[src/hw/rtl/ezr_pkg.sv]
// Package: shared types and constants of the Z-X-Y rotation matrix block.
`default_nettype none
package ezr_pkg;

   localparam int ANGLE_W = 21;
   localparam int ELEM_W  = 16;
   localparam int Q_W     = 32;   // signed Q30 values within +-2

   localparam logic [31:0] DEG_TO_PHASE = 32'd3054198966;
   localparam logic [31:0] RAD_TO_PHASE = 32'd683565276;
   localparam logic [30:0] HALF_PI_Q30  = 31'd1686629713;
   localparam logic signed [Q_W-1:0] CORDIC_GAIN_Q30 = 32'sd652032874;
   localparam logic signed [Q_W-1:0] ONE_Q30 = 32'sd1073741824;

   typedef logic signed [ANGLE_W-1:0] angle_type;
   typedef logic signed [Q_W-1:0]     q30_type;
   typedef logic signed [ELEM_W-1:0]  elem_type;

   typedef struct packed {
      angle_type angle_z;
      angle_type angle_x;
      angle_type angle_y;
      logic      in_degrees;
   } front_item_type;

   typedef struct packed {
      q30_type sz, cz, sx, cx, sy, cy;
   } trig_type;

   function automatic q30_type atan_q30(input int i);
      unique case (i)
         0: return 32'sh3243F6A8;  1: return 32'sh1DAC6705;
         2: return 32'sh0FADBAFC;  3: return 32'sh07F56EA6;
         4: return 32'sh03FEAB76;  5: return 32'sh01FFD55B;
         6: return 32'sh00FFFAAA;  7: return 32'sh007FFF55;
         8: return 32'sh003FFFEA;  9: return 32'sh001FFFFD;
         10: return 32'sh000FFFFF; 11: return 32'sh0007FFFF;
         12: return 32'sh0003FFFF; 13: return 32'sh0001FFFF;
         14: return 32'sh0000FFFF; 15: return 32'sh00007FFF;
         16: return 32'sh00003FFF; 17: return 32'sh00001FFF;
         18: return 32'sh00000FFF; 19: return 32'sh000007FF;
         20: return 32'sh000003FF; 21: return 32'sh000001FF;
         22: return 32'sh000000FF; 23: return 32'sh0000007F;
         default: return '0;
      endcase
   endfunction

   // round(a*b / 2^30), floor shift
   function automatic q30_type mulq(input q30_type a, input q30_type b);
      logic signed [63:0] p;
      p = 64'(a) * 64'(b) + 64'sd536870912;
      return q30_type'(p >>> 30);
   endfunction

endpackage
`default_nettype wire

[src/hw/rtl/ezr_front.sv]
// Front end: request capture and a small queue to the datapath; each item carries its unit flag.
`default_nettype none
module ezr_front
   import ezr_pkg::*;
#(
   parameter int DEPTH_LOG2 = 2
) (
   input  wire logic           clock,
   input  wire logic           reset,
   input  wire logic           in_valid,
   output logic                in_ready,
   input  wire front_item_type in_item,
   output logic                out_valid,
   input  wire logic           out_ready,
   output front_item_type      out_item
);
   localparam int DEPTH = 1 << DEPTH_LOG2;

   front_item_type mem_ff [DEPTH];
   logic [DEPTH_LOG2-1:0] wr_ff, wr_in, rd_ff, rd_in;
   logic [DEPTH_LOG2:0]   cnt_ff, cnt_in;
   logic push, pop;

   assign in_ready  = cnt_ff != (DEPTH_LOG2+1)'(DEPTH);
   assign out_valid = cnt_ff != '0;
   assign out_item  = mem_ff[rd_ff];
   assign push = in_valid && in_ready;
   assign pop  = out_valid && out_ready;

   always_comb begin
      wr_in  = push ? wr_ff + 1'b1 : wr_ff;
      rd_in  = pop ? rd_ff + 1'b1 : rd_ff;
      cnt_in = cnt_ff + (DEPTH_LOG2+1)'(push) - (DEPTH_LOG2+1)'(pop);
   end

   always_ff @(posedge clock) begin
      if (reset) begin
         wr_ff <= '0; rd_ff <= '0; cnt_ff <= '0;
      end else begin
         wr_ff <= wr_in; rd_ff <= rd_in; cnt_ff <= cnt_in;
      end
      if (push) mem_ff[wr_ff] <= in_item;
   end
endmodule
`default_nettype wire

[config.mk]
export PLATFORM = sky130hd
export DESIGN_NAME = ezr_front
export DESIGN_NICKNAME = d
export VERILOG_FILES = /design/src/hw/rtl/ezr_pkg.sv /design/src/hw/rtl/ezr_front.sv
export SDC_FILE = /design/constraint.sdc
export NUM_CORES = 1
export LEC_CHECK = 0
export BUFFER_PORTS_ARGS = -buffer_cell sky130_fd_sc_hd__buf_2
export CAP_MARGIN = 10
export CORE_MARGIN = 4
export CORE_UTILIZATION = 45
export CTS_CLUSTER_SIZE = 40
export DETAILED_ROUTE_END_ITERATION = 8
export GPL_ROUTABILITY_DRIVEN = 0
export MAX_ROUTING_LAYER = met4
export PLACE_DENSITY = 0.77
export SYNTH_ARGS = -nofsm -noshare
export SYNTH_HDL_FRONTEND = slang
export SYNTH_SLANG_ARGS = --single-unit
[constraint.sdc]
create_clock -name clock -period 6.1 [get_ports clock]
set_input_delay 0.61 -clock clock [delete_from_list [all_inputs] [get_ports clock]]
set_output_delay 0.61 -clock clock [all_outputs]
set_load 0.01 [all_outputs]
# ---- Yosys cells after proc, flatten, opt, wreduce, memory -nomap -nowiden
# Memory sizes are Yosys's and may differ from the RTL's. A register that Yosys moved wholly into a read port is not among the register bits.
# Index checks and enable logic that the tools add are counted.
dict set report word_totals {
  reg_bits 7
  ram_bits 256
  input_bits 68
  output_inout_bits 66
  elab_cells 16
  mem_count 1
}
# memory words width read_ports rd_clocked_by_memory_dff wr line_no
set mem_list {}
lappend mem_list {mem_ff 4 64 1 1 1 ezr_front.sv:19} ;# front_item_type mem_ff [DEPTH];
dict set report op_classes {
  n_addsub 4
  n_eq_ne 1
  muxes 4
  reduce_logical 3
}
# op count
set ops {}
lappend ops {{adder 2 x 1 -> 2 bit (second input constant)} 2}
lappend ops {{2-to-1 mux 2 bit} 2}
lappend ops {{adder 3 x 1 -> 3 bit} 1}
lappend ops {{inequality test 3 bit (second input constant)} 1}
lappend ops {{nonzero test 3 bit} 1}
lappend ops {{subtractor 3 x 1 -> 3 bit} 1}
lappend ops {{logical AND 1 bit} 2}
lappend ops {{2-to-1 mux 1 bit} 2}

# ---- Logic depth before layout (Yosys ltp)
# Gate-level depths: netlist of run 1.
dict set report depth {
  ltp_word 4
  mapped_depth 11
}

# ---- Least setup slack after synthesis of run 1
# OpenSTA, ideal clock, no wires.
dict set report synth_path {
  kind {input -> register}
  start {input in_valid}
  end {memory mem_ff[0][0] (netlist bit), enable pin}
  setup_time_ps 429
  arrival_time_ps 2416
  t_required_ps 5671
  slack_ps 3255
  path_stages 2
  path_buffers 0
  path_cell_list {a21boi_2 > and2_1}
}
dict set report synth_via {
  elab_chain_len 3
}
# item line_no
set synth_lines {}
lappend synth_lines {{from (decl)} ezr_front.sv:10} ;# input wire logic in_valid,
lappend synth_lines {{logical AND 1 bit} ezr_front.sv:27} ;# assign push = in_valid && in_ready;
lappend synth_lines {{2-to-1 mux 1 bit} ezr_front.sv:42} ;# if (push) mem_ff[wr_ff] <= in_item;
lappend synth_lines {{2-to-1 mux 1 bit (not written as such)} ezr_front.sv:42}
lappend synth_lines {{to (decl)} ezr_front.sv:19}
# Every way passes these cells.

==> metrics.yaml, run 1 <==
critPathRequiredTime_ns: 5.49
syn_area_per_cell_um2: 25.5
rsz0062_at_grt: "no"
synth_edf_count: 256
rows: 53
fin_nets: 606
cts_buffers: 27
multiInputGateArea_um2: 1730
ctsRootBufferMaster: "clkbuf_16"
hpwlAfterDp_um: 9870
r2r_slack_ns: 3.62
ys.flop_type: "edfxtp_1"
htree_levels: 1
antenna_found_initial: 1
num-fill-cells: 1624
dr_wl_met2_um: 8930
worstSetupPathType: "flop to primary output"
run_status: "complete, no violations"
final_common_cell: "edfxtp_1"
die_w_um: 155
finalPower_mw: 4.92
dr.max_layer_used: "met4"
path_max_fanout: 34
grt_pass1_wl_um: 26800
die-area_um2: 24200
ctsLongestPathBuffers: 3
wirelength_um: 17200
hp-start: "in_item[17]"
overflow: 0
tns_ns: 0
cts.sinks: 265
wl_met1_um: 6990
area_growth_pct: 17.3
grt_start_max_net_pins: 65
start_util: 0.461
dr_wl_met3_um: 1080
hold_path.class: "primary input to flop"
drive_gt1_frac: 0.433
setup_viol: 0
hold_violations: 0
synth_nets: 458
min_path_cells: 1
cts.hold.buffers_added: 0
io_pins: 134
ant_nets: 0
clkTransAtPathRegs_ns: 0.06
cts_tree: "yes"
drv_slew: 0
syn_inst: 383
syn-cell-area_um2: 9780
ff_latch_area_um2: 7880
maxCapViolations: 0
clock_skew_ns: 0.0123
coreArea_um2: 21200
clock.fmax_ghz: 0.291
synth_cell_types: 26
yosysWarnings: 0
synth_seq_cells: 265
worstReg2RegEnd: "cnt_ff[2]$_SDFF_PP0_"
ctsResizeCount: 0
grt_pass1_vias: 4871
postCtsSetupRepairBufs: 0
slew_headroom: 0.316
final_cell_mix: "256 x edfxtp_1, 133 x buf_2, 60 x mux4_2"
cp-start-kind: "flop"
drtIter0Drc: 144
clock_latency_ns: 0.51
vdd_drop_max_uv: 253
endpoint_kind: "primary output"
portBuffers: 133
dr.pass1.iters: 4
whs_endpoint: "mem_ff[0][17]$_DFFE_PP_"
wl_per_cell_um: 20.9
synthArstFlopShare: 0
powerDensity_nw_per_um2: 429
track_usage: 0.147
dieHeight_um: 155
avgViaCountPerCell: 5.23
worst_slew_pin_slew_ns: 1.03
leakage_nw: 3.84
drc: 0
worstReg2RegStart: "cnt_ff[1]$_SDFF_PP0_"
rr_worst_depth: 11
cp.arrival_ns: 2.82
period_share: 0.562
dr_total_vias: 4322
finalCriticalPeriod_ns: 3.43
seq_area_frac_synth: 0.805
area by class of cell:
class / count / area share
Clock inverter: 13 / 0.00992
Multi-Input combinational cell: 98 / 0.151
Inverter: 5 / 0.00164
Sequential cell: 265 / 0.686
Tap cell: 275 / 0.0300
Timing Repair Buffer: 134 / 0.0587
Clock buffer: 35 / 0.0624
Antenna cell: 1 / 0.000218
worst max-delay path: stages, from the launching register on:
cell and delay [ns]:
dfxtp_4 0.77, buf_4 0.66, mux4_1 0.66, buf_2 0.16
through the flow:
stage	instance area, µm²	util	setup slack [ns]	hold WS (ns)	std cells
detailed placement	10600	0.502	3.13	0.537	777
global route	11500	0.541	2.42	0.292	826
finish	11500	0.541	2.67	0.309	826
global placement	10600	0.502	3.14	0.490	777
floorplan	9780	-	3.26	0.482	383
CTS	11500	0.541	2.55	0.289	825
state kept, by name, summed over array words and instances (netlist names), named ones only:
signal,cells
rd_ff,2
mem_ff,256
wr_ff,2
cnt_ff,3
power breakdown:
group	switching, mW	total [mW]	internal [mW]
Combinational	0.510	1.01	0.502
Sequential	0.140	2.38	2.24
Clock	0.625	1.53	0.906
kinds of logic (layout without fill, tap and decap cells):
| family | after synthesis | in the layout | share of synthesized area |
|---|---|---|---|
| buffers and inverters | 20 | 187 | 0.0193 |
| other | 0 | 1 | 0 |
| multiplexers | 66 | 66 | 0.151 |
| XOR/XNOR | 3 | 3 | 0.00269 |
| flip-flops | 265 | 265 | 0.805 |
| adder cells (fa/ha/maj) | 7 | 7 | 0.00972 |
| AO/OA/AOI/OAI | 3 | 3 | 0.00294 |
| AND/OR/NAND/NOR | 19 | 19 | 0.00972 |
synthesized netlist by cell type, drive strengths merged, types with 2 or more instances:
master,instances,area [µm²]
dfxtp,9,180
inv,5,18.8
edfxtp,256,7690
clkbuf,2,8.75
buf,13,161
nand2b,2,12.5
xor2,2,17.5
ha,6,75.1
mux4,64,1460
and2,5,31.3
nor2,8,30.0
routing by layer:
metal | up-vias | track usage
met3 | 23 | 0.0320
met4 | 0 | 0.0367
met2 | 126 | 0.246
met5 | - | -
li1 | 1926 | -
met1 | 2247 | 0.184
worst max path at each step:
| stage | from | endpoint | slack, ns | cells past startpoint |
|---|---|---|---|---|
| 2_1_floorplan | in_valid | mem_ff[0][0]$_DFFE_PP_ | 3.26 | 2 |
| 3_3_place_gp | flop | out_item[60] | 3.14 | 3 |
| 3_5_place_dp | flop | out_item[63] | 3.13 | 3 |
| 4_1_cts | flop | out_item[60] | 2.55 | 3 |
| 5_1_grt | flop | out_item[60] | 2.42 | 3 |
| 6_report | flop | out_item[60] | 2.67 | 3 |
No activity file was read; power rests on OpenSTA's default activity.
==> run 2, diff against run 1 <==
--- a/config.mk
+++ b/config.mk
@@ -5,6 +5,7 @@
 export SDC_FILE = /design/constraint.sdc
 export NUM_CORES = 1
 export LEC_CHECK = 0
+export ABC_AREA = 1
 export BUFFER_PORTS_ARGS = -buffer_cell sky130_fd_sc_hd__buf_2
 export CAP_MARGIN = 10
 export CORE_MARGIN = 4
==> constraint.sdc (replaced) <==
create_clock -name clock -period 3.5 [get_ports clock]
set_input_delay 0.35 -clock clock [delete_from_list [all_inputs] [get_ports clock]]
set_output_delay 0.35 -clock clock [all_outputs]
set_load 0.01 [all_outputs]
==> run 2 against run 1 <==
Effect of this change: count of clock-buffer cells in the layout fell by 4; sequential power rose by 66%; area after synthesis increased by 2.0%; non-clock buffer count increased by 14; critical path depth is 2 higher; sequential share of layout area decreased by 1.8 points; power up 75%; hold slack got worse by 0.25 ns; synthesized cell count is 79% higher; clock power increased by 78%; setup slack lost 1.7 ns; highest routed layer unchanged.
==> metrics.yaml, run 2 <==
run_status: "complete, no violations"  # unchanged
syn_area_per_cell_um2: 14.6  # was 25.5 µm²
rsz0062_at_grt: "no"  # unchanged
area_growth_pct: 18.2  # was 17.3%
clock_skew_ns: 0.00695  # was 0.0123 ns
syn_inst: 684  # was 383
p_clk_frac: 0.317  # was 0.311
netlist.area_leader.share: 0.771  # was 0.786
dp.cells: 1070  # was 777
maxCapViolations: 0  # unchanged
cts.hold.buffers_added: 1  # was 0
crit_path_max_incr_delay_ns: 0.70  # was 0.77 ns
slew_headroom: 0.350  # was 0.316
clkTransAtPathRegs_ns: 0.06  # about the same
clock_latency_ns: 0.51  # about the same
htree_levels: 1  # unchanged
synth_seq_cells: 265  # unchanged
synth_area_leader_cell: "edfxtp_1"  # unchanged
dieHeight_um: 157  # was 155 µm
rows: 54  # was 53
synthTopCellsByCount: "256 x edfxtp_1, 141 x nor2_1, 73 x o21ai_0"  # was 256 x edfxtp_1, 60 x mux4_2, 9 x dfxtp_1
seq_area_frac_synth: 0.789  # was 0.805
ctsLongestPathBuffers: 3  # unchanged
p_switching_mw: 2.46  # was 1.27 mW
drive_gt1_frac: 0.230  # was 0.433
cts_buffers: 27  # unchanged
start_util: 0.457  # was 0.461
tns_ns: 0  # unchanged
portBuffers: 133  # unchanged
worstSetupPathType: "flop to primary output"  # unchanged
dr.pass1.iters: 4  # unchanged
grt_pass1_vias: 5846  # was 4871
ys.flop_type: "edfxtp_1"  # unchanged
cp-start-kind: "flop"  # unchanged
reg_top3: "mem_ff (256), cnt_ff (3)"  # unchanged
synth_nets: 759  # was 458
crit_path_top_delay_cell: "inv_2"  # was dfxtp_4
ctsResizeCount: 0  # unchanged
grt_pass1_wl_um: 30800  # was 26800 µm
ant_nets: 0  # unchanged
path_max_fanout: 50  # was 34
seqPwrFrac: 0.460  # was 0.483
dr_total_vias: 5939  # was 4322
overflow: 0  # unchanged
period_share: 0.737
critPathRequiredTime_ns: 3.15  # was 5.49 ns
swShare: 0.286  # was 0.259
power_frac_comb: 0.224  # was 0.206
endpoint_kind: "primary output"  # unchanged
yosysWarnings: 0  # unchanged
clock.fmax_ghz: 0.388
grt_start_max_net_pins: 129  # was 65
synth_cell_types: 20  # was 26
synthArstFlopShare: 0  # unchanged
synth_edf_count: 256  # unchanged
syn-cell-area_um2: 9970  # was 9780 µm²
num-fill-cells: 1756  # was 1624
worst_slew_pin_slew_ns: 0.974  # was 1.03 ns
crit_chain: "inv_2 > buf_4 > o21ai_0 > o22ai_1 > buf_2"  # was buf_4 > mux4_1 > buf_2
wl_per_cell_um: 17.6  # was 20.9 µm
ctsRootBufferMaster: "clkbuf_16"  # unchanged
hp-start: "in_item[19]"  # was in_item[17]
avgViaCountPerCell: 5.28  # was 5.23
hold_path.class: "primary input to flop"  # unchanged
die_w_um: 157  # was 155 µm
io_pins: 134  # unchanged
postCtsSetupRepairBufs: 0  # unchanged
setup_viol: 0  # unchanged
coreArea_um2: 21800  # was 21200 µm²
yosysMostFrequentCell: "edfxtp_1"  # unchanged
vdd_drop_max_uv: 646  # was 253 µV
cts.sinks: 265  # unchanged
cp.arrival_ns: 2.23  # was 2.82 ns
powerDensity_nw_per_um2: 729  # was 429 nW/µm²
largest_reg_flops: 256  # unchanged
intPower_mw: 6.14  # was 3.65 mW
regMostFlops: "mem_ff"  # unchanged
fin_nets: 895  # was 606
final_cell_mix: "256 x edfxtp_1, 137 x nor2_1, 133 x buf_2"  # was 256 x edfxtp_1, 133 x buf_2, 60 x mux4_2
antenna_found_initial: 5  # was 1
die-area_um2: 24600  # was 24200 µm²
track_usage: 0.163  # was 0.147
drc: 0  # unchanged
ys_top_cells_by_area: "edfxtp_1 77%, nor2_1 5.3%, o22ai_1 4.0%, o21ai_0 3.7%, o21ai_1 2.8%"  # was edfxtp_1 79%, mux4_2 14%, dfxtp_1 1.8%, buf_12 1.2%, mux4_1 1.1%
finalCriticalPeriod_ns: 2.58
hold_violations: 0  # unchanged
wirelength_um: 19700  # was 17200 µm
final_common_cell: "edfxtp_1"  # unchanged
hpwlAfterDp_um: 11100  # was 9870 µm
cts_tree: "yes"  # unchanged
leakage_nw: 4.15  # was 3.84 nW
final_cells: 1125  # was 826
drtIter0Drc: 444  # was 144
drv_slew: 0  # unchanged
worstReg2RegStart: "cnt_ff[1]$_SDFF_PP0_"  # unchanged
[run 2: cell count changes in the layout (fill, tap and decap cells not counted), moves of 5 or more]
cell,before,now
o21ai_1,0,56
nor2_1,8,137
buf_4,1,9
buf_12,0,5
mux4_2,60,0
inv_1,5,14
nand2_1,1,12
o21ai_0,0,73
o22ai_1,0,64
[run 2: kinds of logic after synthesis]
group | synth area share
compound gates | 0.108
simple gates | 0.0591
flops | 0.789
fa+ha+maj | 0.00954
buf+inv | 0.0340
[run 2: cell type report]
cell class / instances / area (µm²) / share of cell area
sequential: 265 / 7870 / 0.668
multi-input combinational: 362 / 1800 / 0.152
timing repair buffer: 148 / 843 / 0.0715
clock buffer: 31 / 691 / 0.0586
tap: 280 / 350 / 0.0297
clock inverter: 18 / 163 / 0.0138
inverter: 16 / 62.6 / 0.00531
antenna: 5 / 12.5 / 0.00106
[run 2: metrics by stage]
stage | cell area (µm²) | power [mW] | setup slack, ns | utilization | hold WS (ns)
after floorplan | 9970 | 5.26 | -0.465 | - | 0.417
after global placement | 10900 | 5.92 | 1.28 | 0.500 | 0.473
after detailed placement | 10900 | 5.97 | 1.19 | 0.500 | 0.474
after CTS | 11800 | 8.69 | 0.828 | 0.540 | 0.0291
after global routing | 11800 | 9.07 | 0.705 | 0.540 | 0.0336
final | 11800 | 8.60 | 0.921 | 0.540 | 0.0553
[run 2: final timing paths]
path         slack [ns]                       to  cells past startpoint
max reg2reg        1.13     cnt_ff[2]$_SDFF_PP0_                     10
min reg2reg        0.49    rd_ff[0]$_SDFFE_PP0P_                      2
min                0.06  mem_ff[0][19]$_DFFE_PP_                      1
max                0.92              out_item[3]                      5
[run 2: routing by layer]
metal	wire, µm	global-route usage
met1	8340	0.211
met2	9650	0.264
met3	1460	0.0387
met4	300	0.0417
met5	0	-
[run 2: worst max-delay path, delay by kind of cell (launching register included)]
kind | cells | cell delay [ns]
buffers and inverters | 3 | 1.15
AO/OA/AOI/OAI | 2 | 0.24
flip-flops | 1 | 0.32
[run 2: power groups by stage]
stage          combinational [mW]  sequential [mW]  clock (mW)
2_1_floorplan                1.23             4.03           0
3_3_place_gp                 1.91             4.01           0
3_5_place_dp                 1.95             4.02           0
4_1_cts                      1.96             3.95        2.78
5_1_grt                      2.15             3.97        2.94
6_report                     1.93             3.95        2.72
==> run 3, diff against run 2 <==
--- a/config.mk
+++ b/config.mk
@@ -5,7 +5,7 @@
 export SDC_FILE = /design/constraint.sdc
 export NUM_CORES = 1
 export LEC_CHECK = 0
-export ABC_AREA = 1
+export ABC_AREA = 0
 export BUFFER_PORTS_ARGS = -buffer_cell sky130_fd_sc_hd__buf_2
 export CAP_MARGIN = 10
 export CORE_MARGIN = 4
@@ -14,7 +14,7 @@
 export DETAILED_ROUTE_END_ITERATION = 8
 export GPL_ROUTABILITY_DRIVEN = 0
 export MAX_ROUTING_LAYER = met4
-export PLACE_DENSITY = 0.77
+export PLACE_DENSITY = 0.79
 export SYNTH_ARGS = -nofsm -noshare
 export SYNTH_HDL_FRONTEND = slang
 export SYNTH_SLANG_ARGS = --single-unit
==> constraint.sdc (replaced) <==
create_clock -name clock -period 2.05 [get_ports clock]
set_input_delay 0.205 -clock clock [delete_from_list [all_inputs] [get_ports clock]]
set_output_delay 0.205 -clock clock [all_outputs]
set_load 0.01 [all_outputs]
==> run 3 against run 2 <==
Effect of this change: the flow now finishes with violations (setup timing); clock power increased by 75%; register-to-register slack got worse by 1.1 ns; power is 91% higher; final cell count decreased by 18%; core utilization up 7.4 points; count of clock-buffer cells in the layout is 4 higher; critical path depth is the same; largest cell class unchanged; largest power group unchanged; highest routed layer unchanged.
==> metrics.yaml, run 3 (synthesized netlist as in run 1, its figures left out) <==
ctsLongestPathBuffers: 3  # unchanged
crit_chain: "buf_12 > buf_12 > buf_16 > mux4_2 > buf_6"  # was inv_2 > buf_4 > o21ai_0 > o22ai_1 > buf_2
ant_nets: 0  # unchanged
area_growth_pct: 33.4  # was 18.2%
critPathRequiredTime_ns: 1.85  # was 3.15 ns
cts_buffers: 27  # unchanged
final_common_cell: "edfxtp_1"  # unchanged
htree_levels: 1  # unchanged
finalPower_mw: 16.5  # was 8.60 mW
regMostFlops: "mem_ff"  # unchanged
grt_start_max_net_pins: 38  # was 129
overflow: 0  # unchanged
hold_violations: 0  # unchanged
drive_gt1_frac: 0.440  # was 0.230
grt_pass1_wl_um: 30200  # was 30800 µm
largest_reg_flops: 256  # unchanged
rows: 53  # was 54
violations: "setup timing"
path_common_cell: "buf_12"
ctsRootBufferMaster: "clkbuf_16"  # unchanged
cts.sinks: 265  # unchanged
final_cells: 925  # was 1125
rsz0062_at_grt: "yes"  # was no
slew_headroom: 0.696  # was 0.350
clock_skew_ns: 0.0153  # was 0.00695 ns
cp-start-kind: "flop"  # unchanged
clock_latency_ns: 0.51  # about the same
worstSetupPathType: "flop to primary output"  # unchanged
setup_viol: 49  # was 0
drtIter0Drc: 306  # was 444
dr_total_vias: 4772  # was 5939
io_pins: 134  # unchanged
reg_top3: "mem_ff (256), cnt_ff (3)"  # unchanged
die-area_um2: 24200  # was 24600 µm²
worst_slack_ns: -0.0926  # was 0.921 ns
crit_path_max_incr_delay_ns: 0.51  # was 0.70 ns
avgViaCountPerCell: 5.16  # was 5.28
dp.cells: 796  # was 1070
endpoint_kind: "primary output"  # unchanged
wirelength_um: 19500  # was 19700 µm
antenna_found_initial: 0  # was 5
dieHeight_um: 155  # was 157 µm
leakage_nw: 4.49  # was 4.15 nW
die_w_um: 155  # was 157 µm
final_cell_mix: "256 x edfxtp_1, 87 x buf_2, 65 x dlygate4sd3_1"  # was 256 x edfxtp_1, 137 x nor2_1, 133 x buf_2
path_max_fanout: 5  # was 50
tns_ns: -1.34  # was 0 ns
coreArea_um2: 21200  # was 21800 µm²
crit_path_top_delay_cell: "mux4_2"  # was inv_2
cp.arrival_ns: 1.94  # was 2.23 ns
fin_nets: 706  # was 895
run_status: "finished with violations"  # was complete, no violations
worst_slew_pin_slew_ns: 0.450  # was 0.974 ns
n_antenna_cell: 0  # was 5
wl_per_cell_um: 21.1  # was 17.6 µm
powerDensity_nw_per_um2: 1260  # was 729 nW/µm²
track_usage: 0.167  # was 0.163
r2r_slack_ns: 0.03  # was 1.13 ns
hold_slack_ns: 0.199  # was 0.0553 ns
drc: 0  # unchanged
start_util: 0.461  # was 0.457
maxCapViolations: 0  # unchanged
hold_path.class: "primary input to flop"  # unchanged
clock.fmax_ghz: 0.467
hpwlAfterDp_um: 11200  # was 11100 µm
cts_tree: "yes"  # unchanged
dr.pass1.iters: 4  # unchanged
grt_pass1_vias: 5256  # was 5846
period_share: 1.05
portBuffers: 133  # unchanged
drv_slew: 0  # unchanged
num-fill-cells: 1462  # was 1756
clkTransAtPathRegs_ns: 0.06  # about the same
finalCriticalPeriod_ns: 2.14
vdd_drop_max_uv: 816  # was 646 µV
==> run 3: report_power, final <==
part           internal, mW  switching, mW  total [mW]
combinational          2.74           2.11        4.85
sequential             6.65          0.199        6.85
clock                  2.87           1.89        4.76
total                  12.3           4.20        16.5
==> run 3: cell type report <==
| cell class | count | area, µm² | share of cell area |
|---|---|---|---|
| Sequential cell | 265 | 7880 | 0.604 |
| Timing Repair Buffer | 234 | 2190 | 0.168 |
| Multi-Input combinational cell | 98 | 1730 | 0.133 |
| Clock buffer | 35 | 726 | 0.0556 |
| Tap cell | 275 | 344 | 0.0264 |
| Clock inverter | 13 | 149 | 0.0114 |
| Inverter | 5 | 18.8 | 0.00144 |
==> run 3: routing by layer <==
| layer | GRT usage | routed length [µm] | up-vias |
|---|---|---|---|
| met3 | 0.0303 | 921 | 26 |
| met1 | 0.212 | 7900 | 2484 |
| met5 | - | 0 | - |
| li1 | - | - | 2133 |
| met4 | 0.0267 | 240 | 0 |
| met2 | 0.289 | 10500 | 129 |
==> run 3: per-stage QoR <==
step / worst slack, ns / instance area [µm²] / util
global placement: 0.0510 / 10900 / 0.516
detailed placement: -0.120 / 10900 / 0.516
global route: -0.159 / 13000 / 0.615
CTS: -0.114 / 13000 / 0.614
finish: -0.0926 / 13000 / 0.615
floorplan: 0.00307 / 9790 / -
==> run 3: worst paths after layout <==
path,from,end,cells after the start
max,flop,out_item[11],5
min,out_ready,flop,4
max reg2reg,cnt_ff[1]$_SDFF_PP0_,cnt_ff[2]$_SDFF_PP0_,9
min reg2reg,wr_ff[1]$_SDFFE_PP0P_,wr_ff[1]$_SDFFE_PP0P_,2
==> run 3: timing repair <==
| action | CTS | global route |
|---|---|---|
| resized for setup | 61 | 16 |
| cloned | 6 | 0 |
| endpoints found under the setup margin | 61 | 65 |
| buffers inserted | 12 | 1 |
| hold buffers | 65 | 0 |
| endpoints found under the hold margin | 263 | 0 |
| pin swaps | 2 | 2 |
==> run 3: critical path, delay by kind of cell (launching register included) <==
kind / cells / cell delay, ns
buf+inv: 4 / 0.52
flops: 1 / 0.39
mux: 1 / 0.51
